`config.mk`:
```
export PLATFORM = sky130hd
export DESIGN_NAME = touch_sample_scan_controller_core
export DESIGN_NICKNAME = d
export VERILOG_FILES = /design/src/hw/rtl/tssc_pkg.sv /design/src/hw/rtl/touch_sample_scan_controller_core.sv /design/src/hw/rtl/tssc_ctrl.sv /design/src/hw/rtl/tssc_dp.sv
export SDC_FILE = /design/constraint.sdc
export NUM_CORES = 2
export LEC_CHECK = 0
export ABC_AREA = 0
export CAP_MARGIN = 20
export CORE_MARGIN = 5
export CORE_UTILIZATION = 39
export DETAILED_ROUTE_END_ITERATION = 8
export DONT_BUFFER_PORTS = 1
export SYNTH_ARGS = -nofsm -noshare
export SYNTH_HDL_FRONTEND = slang
export SYNTH_HIERARCHICAL = 1
export SYNTH_SLANG_ARGS = --single-unit
```
`constraint.sdc`:
```
create_clock -name clock -period 6.4 [get_ports clock]
set_input_delay 0.96 -clock clock [delete_from_list [all_inputs] [get_ports clock]]
set_output_delay 0.96 -clock clock [all_outputs]
set_load 0.03 [all_outputs]
```
`src/hw/rtl/tssc_pkg.sv`:
```
package tssc_pkg;

   // sample and field widths
   localparam int SAMPLE_W  = 10;
   localparam int YPOS_W    = 11;
   localparam int PRESS_W   = 21;
   localparam int DELAY_W   = 11;
   localparam int CSR_IDX_W = 2;
   localparam int CSR_DAT_W = 10;

   // pressure arithmetic
   localparam logic [9:0] PRESS_KX = 10'd685;
   localparam logic [7:0] PRESS_KZ = 8'd159;
   localparam int P1_W    = 20;             // 685 * x
   localparam int P2_W    = 18;             // 159 * z
   localparam int PROD_W  = 30;             // each full product
   localparam int DIVD_W  = PROD_W - 10;    // magnitude after the /1024 shift
   localparam int DIV_STEPS = DIVD_W;
   localparam int DIV_CNT_W = $clog2(DIV_STEPS);

   // low byte bit fields
   localparam int LSB_PEN_BIT = 6;

   // register reset values
   localparam logic [9:0] Y_MIN_RST    = 10'd40;
   localparam logic [9:0] Y_MAX_RST    = 10'd980;
   localparam logic [9:0] INTERVAL_RST = 10'd10;

   // register indexes
   localparam logic [CSR_IDX_W-1:0] CSR_FLIP_Y   = 2'd0;
   localparam logic [CSR_IDX_W-1:0] CSR_Y_MIN    = 2'd1;
   localparam logic [CSR_IDX_W-1:0] CSR_Y_MAX    = 2'd2;
   localparam logic [CSR_IDX_W-1:0] CSR_INTERVAL = 2'd3;

   // request kinds
   localparam logic [1:0] REQ_PEN_DOWN   = 2'd0;
   localparam logic [1:0] REQ_DATA_READY = 2'd1;
   localparam logic [1:0] REQ_SCAN_TIMER = 2'd2;

   // scan modes
   localparam logic [1:0] MODE_IDLE    = 2'd0;
   localparam logic [1:0] MODE_ACTIVE  = 2'd1;
   localparam logic [1:0] MODE_SCAN    = 2'd2;
   localparam logic [1:0] MODE_SCAN_LP = 2'd3;

   // touch event codes
   localparam logic [1:0] TEV_NONE    = 2'd0;
   localparam logic [1:0] TEV_PRESS   = 2'd1;
   localparam logic [1:0] TEV_RELEASE = 2'd2;

   // sequencer states
   typedef enum logic [5:0] {
      ST_IDLE = 6'b000001,
      ST_MUL1 = 6'b000010,
      ST_MUL2 = 6'b000100,
      ST_SUB  = 6'b001000,
      ST_DIV  = 6'b010000,
      ST_DONE = 6'b100000
   } state_type;

   // controller to datapath
   typedef struct packed {
      logic load;
      logic mul1;
      logic mul2;
      logic sub;
      logic div_step;
      logic finish;
   } cmd_type;

   // datapath to controller
   typedef struct packed {
      logic out_free;
   } status_type;

endpackage

```
`src/hw/rtl/touch_sample_scan_controller_core.sv`:
```
// Sequence: from request acceptance through two multiply stages, sign/magnitude,
//   20 divider steps and output load to response valid.
// Flow: one transaction in flight at a time, dominated by the 20-step divider by z;
//   a held response delays the next acceptance.
// Reset: synchronous active high; clears pen state, scan mode (idle low power),
//   configuration to flip_y 0, y_min 40, y_max 980, interval 10 ms.
module touch_sample_scan_controller_core (
   input  logic                                clock,
   input  logic                                reset,
   input  logic                                csr_write_enable,
   input  logic [tssc_pkg::CSR_IDX_W-1:0]      csr_index,
   input  logic [tssc_pkg::CSR_DAT_W-1:0]      csr_wdata,
   input  logic                                req_valid,
   output logic                                req_ready,
   input  logic [1:0]                          req_type,
   input  logic [7:0]                          req_x_high,
   input  logic [7:0]                          req_y_high,
   input  logic [7:0]                          req_z_high,
   input  logic [7:0]                          req_low_bits,
   output logic                                rsp_valid,
   input  logic                                rsp_ready,
   output logic                                rsp_position_valid,
   output logic [tssc_pkg::SAMPLE_W-1:0]       rsp_x_pos,
   output logic [tssc_pkg::YPOS_W-1:0]         rsp_y_pos,
   output logic signed [tssc_pkg::PRESS_W-1:0] rsp_pressure,
   output logic [1:0]                          rsp_touch_event,
   output logic                                rsp_touching,
   output logic                                rsp_power_active,
   output logic [tssc_pkg::DELAY_W-1:0]        rsp_timer_delay_ms,
   output logic                                rsp_event_ignored
);

   tssc_pkg::cmd_type    cmd;
   tssc_pkg::status_type status;

   tssc_ctrl u_ctrl (
      .clock     (clock),
      .reset     (reset),
      .req_valid (req_valid),
      .req_ready (req_ready),
      .status    (status),
      .cmd       (cmd)
   );

   tssc_dp u_dp (
      .clock              (clock),
      .reset              (reset),
      .csr_write_enable   (csr_write_enable),
      .csr_index          (csr_index),
      .csr_wdata          (csr_wdata),
      .req_type           (req_type),
      .req_x_high         (req_x_high),
      .req_y_high         (req_y_high),
      .req_z_high         (req_z_high),
      .req_low_bits       (req_low_bits),
      .cmd                (cmd),
      .status             (status),
      .rsp_valid          (rsp_valid),
      .rsp_ready          (rsp_ready),
      .rsp_position_valid (rsp_position_valid),
      .rsp_x_pos          (rsp_x_pos),
      .rsp_y_pos          (rsp_y_pos),
      .rsp_pressure       (rsp_pressure),
      .rsp_touch_event    (rsp_touch_event),
      .rsp_touching       (rsp_touching),
      .rsp_power_active   (rsp_power_active),
      .rsp_timer_delay_ms (rsp_timer_delay_ms),
      .rsp_event_ignored  (rsp_event_ignored)
   );

   // one transaction in flight: busy right after acceptance
   a_busy_after_accept: assert property (@(posedge clock) disable iff (reset)
      (req_valid && req_ready) |=> !req_ready)
      else $error("request taken while a transaction is in flight");

   // masked events report nothing and arm no timer
   a_ignored_quiet: assert property (@(posedge clock) disable iff (reset)
      (rsp_valid && rsp_event_ignored) |->
         (!rsp_position_valid && rsp_timer_delay_ms == '0 &&
          rsp_touch_event == tssc_pkg::TEV_NONE))
      else $error("ignored event carries data");

   // release leaves the pen up with zero pressure
   a_release_state: assert property (@(posedge clock) disable iff (reset)
      (rsp_valid && rsp_touch_event == tssc_pkg::TEV_RELEASE) |->
         (!rsp_touching && rsp_pressure == '0))
      else $error("release with pen still down or nonzero pressure");

   // pressure only accompanies a reported position
   a_pressure_gated: assert property (@(posedge clock) disable iff (reset)
      (rsp_valid && !rsp_position_valid) |-> (rsp_pressure == '0))
      else $error("pressure without position");

endmodule

```
`src/hw/rtl/tssc_ctrl.sv`:
```
module tssc_ctrl (
   input  logic                 clock,
   input  logic                 reset,
   input  logic                 req_valid,
   output logic                 req_ready,
   input  tssc_pkg::status_type status,
   output tssc_pkg::cmd_type    cmd
);

   tssc_pkg::state_type state_ff, state_in;
   logic [tssc_pkg::DIV_CNT_W-1:0] div_cnt_ff, div_cnt_in;
   logic div_last;

   assign req_ready = (state_ff == tssc_pkg::ST_IDLE);
   assign div_last  = (div_cnt_ff == tssc_pkg::DIV_CNT_W'(tssc_pkg::DIV_STEPS - 1));

   // next state and commands
   always_comb begin
      state_in     = state_ff;
      div_cnt_in   = div_cnt_ff;
      cmd          = '0;
      case (state_ff)
         tssc_pkg::ST_IDLE: begin
            if (req_valid) begin
               cmd.load = 1'b1;
               state_in = tssc_pkg::ST_MUL1;
            end
         end
         tssc_pkg::ST_MUL1: begin
            cmd.mul1 = 1'b1;
            state_in = tssc_pkg::ST_MUL2;
         end
         tssc_pkg::ST_MUL2: begin
            cmd.mul2 = 1'b1;
            state_in = tssc_pkg::ST_SUB;
         end
         tssc_pkg::ST_SUB: begin
            cmd.sub    = 1'b1;
            div_cnt_in = '0;
            state_in   = tssc_pkg::ST_DIV;
         end
         tssc_pkg::ST_DIV: begin
            cmd.div_step = 1'b1;
            div_cnt_in   = div_cnt_ff + 1'b1;
            if (div_last) begin
               state_in = tssc_pkg::ST_DONE;
            end
         end
         tssc_pkg::ST_DONE: begin
            if (status.out_free) begin
               cmd.finish = 1'b1;
               state_in   = tssc_pkg::ST_IDLE;
            end
         end
         default: begin
            state_in = tssc_pkg::ST_IDLE;
         end
      endcase
   end

   always_ff @(posedge clock) begin
      if (reset) begin
         state_ff   <= tssc_pkg::ST_IDLE;
         div_cnt_ff <= '0;
      end else begin
         state_ff   <= state_in;
         div_cnt_ff <= div_cnt_in;
      end
   end

endmodule

```
`src/hw/rtl/tssc_dp.sv`:
```
module tssc_dp (
   input  logic                                clock,
   input  logic                                reset,
   // configuration
   input  logic                                csr_write_enable,
   input  logic [tssc_pkg::CSR_IDX_W-1:0]      csr_index,
   input  logic [tssc_pkg::CSR_DAT_W-1:0]      csr_wdata,
   // request payload
   input  logic [1:0]                          req_type,
   input  logic [7:0]                          req_x_high,
   input  logic [7:0]                          req_y_high,
   input  logic [7:0]                          req_z_high,
   input  logic [7:0]                          req_low_bits,
   // control
   input  tssc_pkg::cmd_type                   cmd,
   output tssc_pkg::status_type                status,
   // response
   output logic                                rsp_valid,
   input  logic                                rsp_ready,
   output logic                                rsp_position_valid,
   output logic [tssc_pkg::SAMPLE_W-1:0]       rsp_x_pos,
   output logic [tssc_pkg::YPOS_W-1:0]         rsp_y_pos,
   output logic signed [tssc_pkg::PRESS_W-1:0] rsp_pressure,
   output logic [1:0]                          rsp_touch_event,
   output logic                                rsp_touching,
   output logic                                rsp_power_active,
   output logic [tssc_pkg::DELAY_W-1:0]        rsp_timer_delay_ms,
   output logic                                rsp_event_ignored
);

   localparam int SW = tssc_pkg::SAMPLE_W;

   // configuration registers
   logic          flip_y_ff;
   logic [SW-1:0] y_min_ff, y_max_ff, interval_ff;

   always_ff @(posedge clock) begin
      if (reset) begin
         flip_y_ff   <= 1'b0;
         y_min_ff    <= tssc_pkg::Y_MIN_RST;
         y_max_ff    <= tssc_pkg::Y_MAX_RST;
         interval_ff <= tssc_pkg::INTERVAL_RST;
      end else if (csr_write_enable) begin
         case (csr_index)
            tssc_pkg::CSR_FLIP_Y:   flip_y_ff   <= csr_wdata[0];
            tssc_pkg::CSR_Y_MIN:    y_min_ff    <= csr_wdata;
            tssc_pkg::CSR_Y_MAX:    y_max_ff    <= csr_wdata;
            tssc_pkg::CSR_INTERVAL: interval_ff <= csr_wdata;
            default: ;
         endcase
      end
   end

   // sample unpacking
   logic [SW-1:0] x_s, y_s, z_s;
   assign x_s = {req_x_high, req_low_bits[1:0]};
   assign y_s = {req_y_high, req_low_bits[3:2]};
   assign z_s = {req_z_high, req_low_bits[5:4]};

   // y mirror with clamp to y_min
   logic signed [11:0] y_mir;
   logic [tssc_pkg::YPOS_W-1:0] y_rep;
   assign y_mir = $signed({2'b00, y_min_ff}) + $signed({2'b00, y_max_ff})
                  - $signed({2'b00, y_s});
   always_comb begin
      if (!flip_y_ff) begin
         y_rep = {1'b0, y_s};
      end else if (y_mir[11]) begin
         y_rep = {1'b0, y_min_ff};
      end else begin
         y_rep = y_mir[10:0];
      end
   end

   // pen and mode state
   logic       pen_ff, pen_in;
   logic [1:0] mode_ff, mode_in;
   logic       ev_accept;
   logic [SW-1:0] interval;
   logic       e_valid, e_ign;
   logic [1:0] e_tev;
   logic [tssc_pkg::DELAY_W-1:0] e_delay;

   assign interval = (interval_ff == '0) ? SW'(1) : interval_ff;

   // event decode and mode transitions
   always_comb begin
      case (req_type)
         tssc_pkg::REQ_PEN_DOWN:
            ev_accept = mode_ff inside {tssc_pkg::MODE_IDLE, tssc_pkg::MODE_SCAN_LP};
         tssc_pkg::REQ_DATA_READY:
            ev_accept = mode_ff inside {tssc_pkg::MODE_IDLE, tssc_pkg::MODE_ACTIVE};
         tssc_pkg::REQ_SCAN_TIMER:
            ev_accept = mode_ff inside {tssc_pkg::MODE_SCAN, tssc_pkg::MODE_SCAN_LP};
         default:
            ev_accept = 1'b0;
      endcase

      e_valid = 1'b0;
      e_ign   = 1'b0;
      e_tev   = tssc_pkg::TEV_NONE;
      e_delay = '0;
      pen_in  = pen_ff;
      mode_in = mode_ff;
      if (!ev_accept) begin
         e_ign = 1'b1;
      end else if (req_type == tssc_pkg::REQ_PEN_DOWN) begin
         mode_in = (mode_ff == tssc_pkg::MODE_IDLE) ? tssc_pkg::MODE_ACTIVE
                                                    : tssc_pkg::MODE_SCAN;
      end else if (req_low_bits[tssc_pkg::LSB_PEN_BIT]) begin
         e_valid = 1'b1;
         if (!pen_ff) begin
            e_tev  = tssc_pkg::TEV_PRESS;
            pen_in = 1'b1;
         end
         if (req_type == tssc_pkg::REQ_DATA_READY) begin
            e_delay = {interval, 1'b0};
            mode_in = (mode_ff == tssc_pkg::MODE_IDLE) ? tssc_pkg::MODE_SCAN_LP
                                                       : tssc_pkg::MODE_SCAN;
         end else begin
            e_delay = {1'b0, interval};
         end
      end else begin
         if (pen_ff) begin
            e_tev  = tssc_pkg::TEV_RELEASE;
            pen_in = 1'b0;
         end
         mode_in = tssc_pkg::MODE_IDLE;
      end
   end

   always_ff @(posedge clock) begin
      if (reset) begin
         pen_ff  <= 1'b0;
         mode_ff <= tssc_pkg::MODE_IDLE;
      end else if (cmd.load) begin
         pen_ff  <= pen_in;
         mode_ff <= mode_in;
      end
   end

   // pending transaction fields
   logic                         p_valid_ff, p_ign_ff, p_pen_ff, p_power_ff;
   logic [1:0]                   p_tev_ff;
   logic [SW-1:0]                p_x_ff;
   logic [tssc_pkg::YPOS_W-1:0]  p_y_ff;
   logic [tssc_pkg::DELAY_W-1:0] p_delay_ff;
   logic [SW-1:0]                x_ff, y_ff, z_ff;

   always_ff @(posedge clock) begin
      if (cmd.load) begin
         p_valid_ff <= e_valid;
         p_ign_ff   <= e_ign;
         p_pen_ff   <= pen_in;
         p_power_ff <= (mode_in == tssc_pkg::MODE_ACTIVE) ||
                       (mode_in == tssc_pkg::MODE_SCAN);
         p_tev_ff   <= e_tev;
         p_x_ff     <= e_valid ? x_s : '0;
         p_y_ff     <= e_valid ? y_rep : '0;
         p_delay_ff <= e_delay;
         x_ff       <= x_s;
         y_ff       <= y_s;
         z_ff       <= z_s;
      end
   end

   // first multiply stage: constant scaling and complements
   logic [tssc_pkg::P1_W-1:0] p1_ff;
   logic [tssc_pkg::P2_W-1:0] p2_ff;
   logic [10:0]               d1_ff, d2_ff;

   always_ff @(posedge clock) begin
      if (cmd.mul1) begin
         p1_ff <= {10'd0, x_ff} * {10'd0, tssc_pkg::PRESS_KX};
         p2_ff <= {8'd0, z_ff} * {10'd0, tssc_pkg::PRESS_KZ};
         d1_ff <= 11'd1024 - {1'b0, z_ff};
         d2_ff <= 11'd1024 - {1'b0, y_ff};
      end
   end

   // second multiply stage
   logic [30:0] m1;
   logic [28:0] m2;
   logic [tssc_pkg::PROD_W-1:0] prod1_ff, prod2_ff;

   assign m1 = {11'd0, p1_ff} * {20'd0, d1_ff};
   assign m2 = {11'd0, p2_ff} * {18'd0, d2_ff};

   always_ff @(posedge clock) begin
      if (cmd.mul2) begin
         prod1_ff <= m1[tssc_pkg::PROD_W-1:0];
         prod2_ff <= {1'b0, m2};
      end
   end

   // difference, sign and magnitude over 1024
   logic [30:0] diff, mag;
   assign diff = {1'b0, prod1_ff} - {1'b0, prod2_ff};
   assign mag  = diff[30] ? (31'd0 - diff) : diff;

   // restoring divider by z, one quotient bit a step
   logic                           neg_ff;
   logic [SW-1:0]                  rem_ff;
   logic [tssc_pkg::DIVD_W-1:0]    dq_ff;
   logic [SW:0]                    rem_sh, rem_sub;
   logic                           q_bit;

   assign rem_sh  = {rem_ff, dq_ff[tssc_pkg::DIVD_W-1]};
   assign rem_sub = rem_sh - {1'b0, z_ff};
   assign q_bit   = (rem_sh >= {1'b0, z_ff});

   always_ff @(posedge clock) begin
      if (cmd.sub) begin
         neg_ff <= diff[30];
         rem_ff <= '0;
         dq_ff  <= mag[tssc_pkg::PROD_W-1:10];
      end else if (cmd.div_step) begin
         rem_ff <= q_bit ? rem_sub[SW-1:0] : rem_sh[SW-1:0];
         dq_ff  <= {dq_ff[tssc_pkg::DIVD_W-2:0], q_bit};
      end
   end

   // signed pressure, zero without a sample or with z zero
   logic signed [tssc_pkg::PRESS_W-1:0] press;
   always_comb begin
      if (!p_valid_ff || (z_ff == '0)) begin
         press = '0;
      end else if (neg_ff) begin
         press = $signed(21'd0 - {1'b0, dq_ff});
      end else begin
         press = $signed({1'b0, dq_ff});
      end
   end

   // output register
   logic rsp_valid_ff;
   assign status.out_free = !rsp_valid_ff || rsp_ready;
   assign rsp_valid       = rsp_valid_ff;

   always_ff @(posedge clock) begin
      if (reset) begin
         rsp_valid_ff <= 1'b0;
      end else if (cmd.finish) begin
         rsp_valid_ff <= 1'b1;
      end else if (rsp_ready) begin
         rsp_valid_ff <= 1'b0;
      end
   end

   always_ff @(posedge clock) begin
      if (cmd.finish) begin
         rsp_position_valid <= p_valid_ff;
         rsp_x_pos          <= p_x_ff;
         rsp_y_pos          <= p_y_ff;
         rsp_pressure       <= press;
         rsp_touch_event    <= p_tev_ff;
         rsp_touching       <= p_pen_ff;
         rsp_power_active   <= p_power_ff;
         rsp_timer_delay_ms <= p_delay_ff;
         rsp_event_ignored  <= p_ign_ff;
      end
   end

endmodule
```
* Word-level counts from Yosys, hierarchy flattened
Cells that the tools add are included.
** Operators by class
- Shift operators :: 0
- Multiply operators :: 4
- Order comparisons :: 1
- Equal/unequal tests :: 20
- Div/mod/pow operators :: 0
- Mux-type cells :: 40
- Reductions and logical operators :: 27
- $add $sub $neg :: 9
- Bitwise logic cells :: 6
** Operator list (count)
- two-way mux 20 bit :: 3
- two-way mux 10 bit :: 5
- case mux 6 bit (6 select lines) :: 1
- subtractor 30 x 29 -> 31 bit :: 1
- multiplier 20 x 11 -> 30 bit :: 1
- two-way mux 30 bit :: 1
- subtractor 1 x 30 -> 30 bit, first input constant :: 1
- multiplier 18 x 11 -> 29 bit :: 1
- subtractor 11 x 10 -> 11 bit, first input constant :: 2
- subtractor 1 x 20 -> 21 bit, first input constant :: 1
- logical NOT 10 bit :: 2
- multiplier 10 x 10 -> 20 bit, second input constant :: 1
- multiplier 10 x 8 -> 18 bit, second input constant :: 1
- two-way mux 1 bit :: 18
- two-way mux 6 bit :: 3
- two-way mux 2 bit :: 7
- equality test 2 bit, second input constant :: 6
- nonzero test 2 bit :: 6
- subtractor 11 x 10 -> 12 bit :: 1
- adder 10 x 10 -> 11 bit :: 1
- >= comparator 11 x 10 -> 1 bit :: 1
- case mux 5 bit (2 select lines) :: 1
- subtractor 10 bit :: 1
- equality test 2 x 1 -> 1 bit, second input constant :: 4
- other kinds (20) :: 37
** Storage, ports and cells
- Memories kept :: 0
- Memory bits (read-only) :: 0
- Flip-flop bits (word level) :: 323
- Latch bits :: 0
- RAM bits :: 0
- Input bits :: 51

* Logic depth before layout (Yosys ltp)
- Depth after elaboration :: 8
- Depth in mapped cells :: 24
- Mapped depth without buffers :: 22

* By module
The synthesis kept the hierarchy.
** Modules (own cells, without submodules)
- tssc_dp :: area each 31660.4 sq um, instances 1, cells each 3243, seq. area each 8858.5 sq um
- tssc_ctrl :: area each 631.9 sq um, instances 1, cells each 77, seq. area each 220.2 sq um

* Least setup slack after synthesis
No wires, ideal clock.
- Path type :: reg2reg
- From :: reg u_dp.d2_ff[4]
- To :: reg u_dp/prod2_ff[28] (netlist bit) (data pin)
- Cell stages (with the launch flop) :: 23
- Arrival :: 6014 ps
- Data required time :: 6140 ps
- Clock period less this slack :: 6274 ps
- Slack :: 126 ps
- Path through :: edfxtp_1 > clkbuf_1 > clkbuf_1 > nand2_1 > fa_1 > fa_1 > fa_1 > inv_1 > fa_1 > inv_1 > fa_1 > inv_1 > ha_1 > a21o_1 > or3_1 > o21ba_2 > a41oi_1 > o21bai_1 > a21o_1 > a2111o_1 > a31o_2 > a21oi_1 > xnor2_1
** Between the ends
- Word-level cells in the longest chain between the ends :: 1
** RTL lines
- start, declared :: RTL line tssc_dp.sv:170 : logic [10:0] d1_ff, d2_ff;
- start signal, assigned :: RTL line tssc_dp.sv:177 : d2_ff <= 11'd1024 - {1'b0, y_ff};
- multiplier 18 x 11 -> 29 bit :: RTL line tssc_dp.sv:187 : assign m2 = {11'd0, p2_ff} * {18'd0, d2_ff};
- named net u_dp.m2[28] :: RTL line tssc_dp.sv:183 : logic [28:0] m2;
- end signal, assigned :: RTL line tssc_dp.sv:192 : prod2_ff <= {1'b0, m2};
- end, declared :: RTL line tssc_dp.sv:184 : logic [tssc_pkg::PROD_W-1:0] prod1_ff, prod2_ff;
The timed path passes the listed nets, and every way through them passes these cells.
A chain may end at the register's enable or synchronous reset.

* Worst setup path after layout
- From :: reg u_dp.d2_ff[7]
- To :: reg u_dp/prod2_ff[28] (netlist bit) (data pin)
Same word-level chain as after synthesis.

==> flow_metrics.env <==
export IMPL_setup_violations=0
export IMPL_gr_total_overflow=0
export IMPL_drive_above_1_share_pct=5.41
export IMPL_antenna_found_initial=8
export IMPL_htreeDepth=2
export IMPL_core_area_um2=82100
export IMPL_fin_worst_skew_ns=0.0500
export IMPL_synth_cell_types=86
export IMPL_fin_nets=4043
export IMPL_async_flop_share_pct=0
export IMPL_grtUsageTotal_pct=16.0
export IMPL_cp_data_required_time_ns=6.71
export IMPL_dr_pass1_iters=5
export IMPL_holdBufCountCts=0
export IMPL_wl_um=69900
export IMPL_chipWidth_um=298
export IMPL_yosys_top_cells_count="inv_1, fa_1, nand2_1"
export IMPL_area_delta_synth_final_pct=8.68
export IMPL_stdcell_area_um2=35100
export IMPL_grt_max_degree=72
export IMPL_yosysWarnings=6
export IMPL_critPathKind="reg2reg"
export IMPL_vias_per_cell=4.95
export IMPL_die_h_um=298
export IMPL_remaining_drc_errors=0
export IMPL_initial_utilization_pct=39.3
export IMPL_post_synth_top_count_cell="inv_1"
export IMPL_worstPathArrival_ns=6.44
export IMPL_io_pins=112
export IMPL_place_gp_congestion=0.823
export IMPL_vias=21900
export IMPL_dp_hpwl_um=56200
export IMPL_synthTopCellsByArea="edfxtp_1, fa_1, ha_1, inv_1, and2_1"
export IMPL_ys_flop_type="edfxtp_1"
export IMPL_final_cells=4419
export IMPL_final_core_util_pct=42.7
export IMPL_hold_violations=0
export IMPL_place_area_um2=33600
export IMPL_grt_pass1_vias=22600
export IMPL_hp_class="reg2reg"
export IMPL_final_setup_tns_ns=0
export IMPL_root_buffer="clkbuf_16"
export IMPL_synthCells=3320
export IMPL_place_inst=4326
export IMPL_yosysSeqAreaShare_pct=28.1
export IMPL_cap_viol_max_count=0
export IMPL_syn_area_um2=32300
export IMPL_grt_pass1_wl_um=118000
export IMPL_slew_limit_headroom_pct=34.0
export IMPL_tightest_slew_ns=0.990
export IMPL_avgSynthCellArea_um2=9.73
export IMPL_numPortBuffers=0
export IMPL_clockBufferDepth=3
export IMPL_min_period_ns=6.13
export IMPL_drtIter0Drc=1077
export IMPL_rsz0062_at_grt="no"
export IMPL_startpoint_type="register"
export IMPL_syn_num_nets=4048
export IMPL_synth_top_cell_area_share_pct=24.6
export IMPL_clock_sinks=321
export IMPL_period_share_pct=95.8
export IMPL_endpoint_kind="register"
export IMPL_ant_nets=0
export IMPL_outcome="complete, no violations"
export IMPL_row_count=105
export IMPL_cts_made_buffers=40
export IMPL_clk_latency_ns=0.60
export IMPL_worstPathMaxFanout=4
export IMPL_wl_per_cell_um=15.8
export IMPL_yosysTopAreaCell="edfxtp_1"
export IMPL_synth_edf_count=265
export IMPL_tritoncts="done"
export IMPL_cts_clk_slew_worst_paths_ns=0.06
export IMPL_drv_slew=0
export IMPL_dieArea_um2=88700
export IMPL_fmax_mhz=163
export IMPL_ys_ff_latch=321
## through the flow
step	hold WS, ns	worst slack [ns]
floorplan	0.400	0.126
global placement	0.400	0.143
detailed placement	0.405	0.0899
CTS	0.395	0.0201
global route	0.404	0.00250
finish	0.413	0.268
## placed cells by master (no fill, tap or decap), drive strengths merged, types with 14 or more instances in the layout
cell | Yosys | final
nand4 | 16 | 16
nor2 | 157 | 157
inv | 604 | 611
nand3b | 15 | 15
nand3 | 32 | 32
a211oi | 15 | 15
nand2b | 17 | 17
fa | 369 | 369
and2 | 228 | 228
edfxtp | 265 | 265
nor3 | 42 | 42
ha | 308 | 308
and3 | 22 | 22
o21ai | 89 | 89
clkbuf | 116 | 50
nor2b | 25 | 25
dfxtp | 56 | 56
o31ai | 14 | 14
buf | 4 | 73
a21o | 37 | 37
nand2 | 369 | 369
xor2 | 48 | 48
xnor2 | 96 | 96
or3 | 19 | 19
a21oi | 146 | 146
## critical path, stage by stage, from the launching register on
cell and delay [ns]:
edfxtp_1 0.42, buf_4 0.16, nand2_1 0.08, fa_1 0.47
fa_1 0.53, fa_1 0.49, inv_1 0.05, fa_1 0.53
inv_1 0.05, fa_1 0.52, inv_1 0.04, ha_1 0.30
a21o_1 0.22, or3_1 0.33, o21ba_2 0.22, a41oi_1 0.26
o21bai_1 0.13, a21o_1 0.19, a2111o_1 0.40, a31o_2 0.24
a21oi_1 0.17, xnor2_1 0.09
## path summary, 6_finish.rpt
kind / slack (ns) / cells after the start / to / from
worst min register to register: 0.41 / 0 / u_dp/rsp_x_pos[3]$_DFFE_PP_ / u_dp/p_x_ff[3]$_SDFFCE_PN0P_
worst max-delay path: 0.27 / 21 / u_dp/prod2_ff[28]$_DFFE_PP_ / u_dp/d2_ff[7]$_DFFE_PP_
worst max register to register: 0.27 / 21 / u_dp/prod2_ff[28]$_DFFE_PP_ / u_dp/d2_ff[7]$_DFFE_PP_
worst min-delay path: 0.41 / 0 / u_dp/rsp_x_pos[3]$_DFFE_PP_ / u_dp/p_x_ff[3]$_SDFFCE_PN0P_
## layer usage
metal	GRT usage [%]	share of wire [%]	vias to the layer above
li1	-	-	10800
met1	21.5	46	10700
met2	26.2	46	363
met3	3.42	5.5	79
met4	4.26	2.6	2
met5	0	0.029	-
## cells by family (layout without fill, tap and decap cells)
kind of cell             Yosys count  count (layout)  synth area share, %
AND/OR/NAND/NOR                 1006            1006                 15.6
buffers and inverters            724             749                 8.44
adder cells (fa/ha/maj)          677             677                 34.8
AO/OA/AOI/OAI                    436             436                 8.79
flip-flops                       321             321                 28.1
XOR/XNOR                         144             144                 3.91
multiplexers                      12              12                0.391
other                              0               4                    0
## final cells by class
type                            count  area, um^2
Timing Repair Buffer               73         593
Tap cell                         1070        1340
Sequential cell                   321        9080
Multi-Input combinational cell   2275       20500
Clock inverter                     22         186
Antenna cell                        4        10.0
Clock buffer                       50        1090
Fill cell                        7838       47000
Inverter                          604        2270
## state kept, by name, indices dropped and copies added (netlist names), 18 cells and up
register / cells
u_dp/rsp_pressure: 21
u_dp/prod2_ff: 29
u_dp/p2_ff: 18
u_dp/p1_ff: 20
u_dp/dq_ff: 20
u_dp/prod1_ff: 30
## repair_timing
action                     in CTS  in global routing
setup buffers                   0                 17
setup endpoints to repair       0                 12
gates resized for setup         0                  7
Power is left out: the tool's default activity adds up to more than one toggle a clock period on the data nets, which glitch-free logic cannot reach.
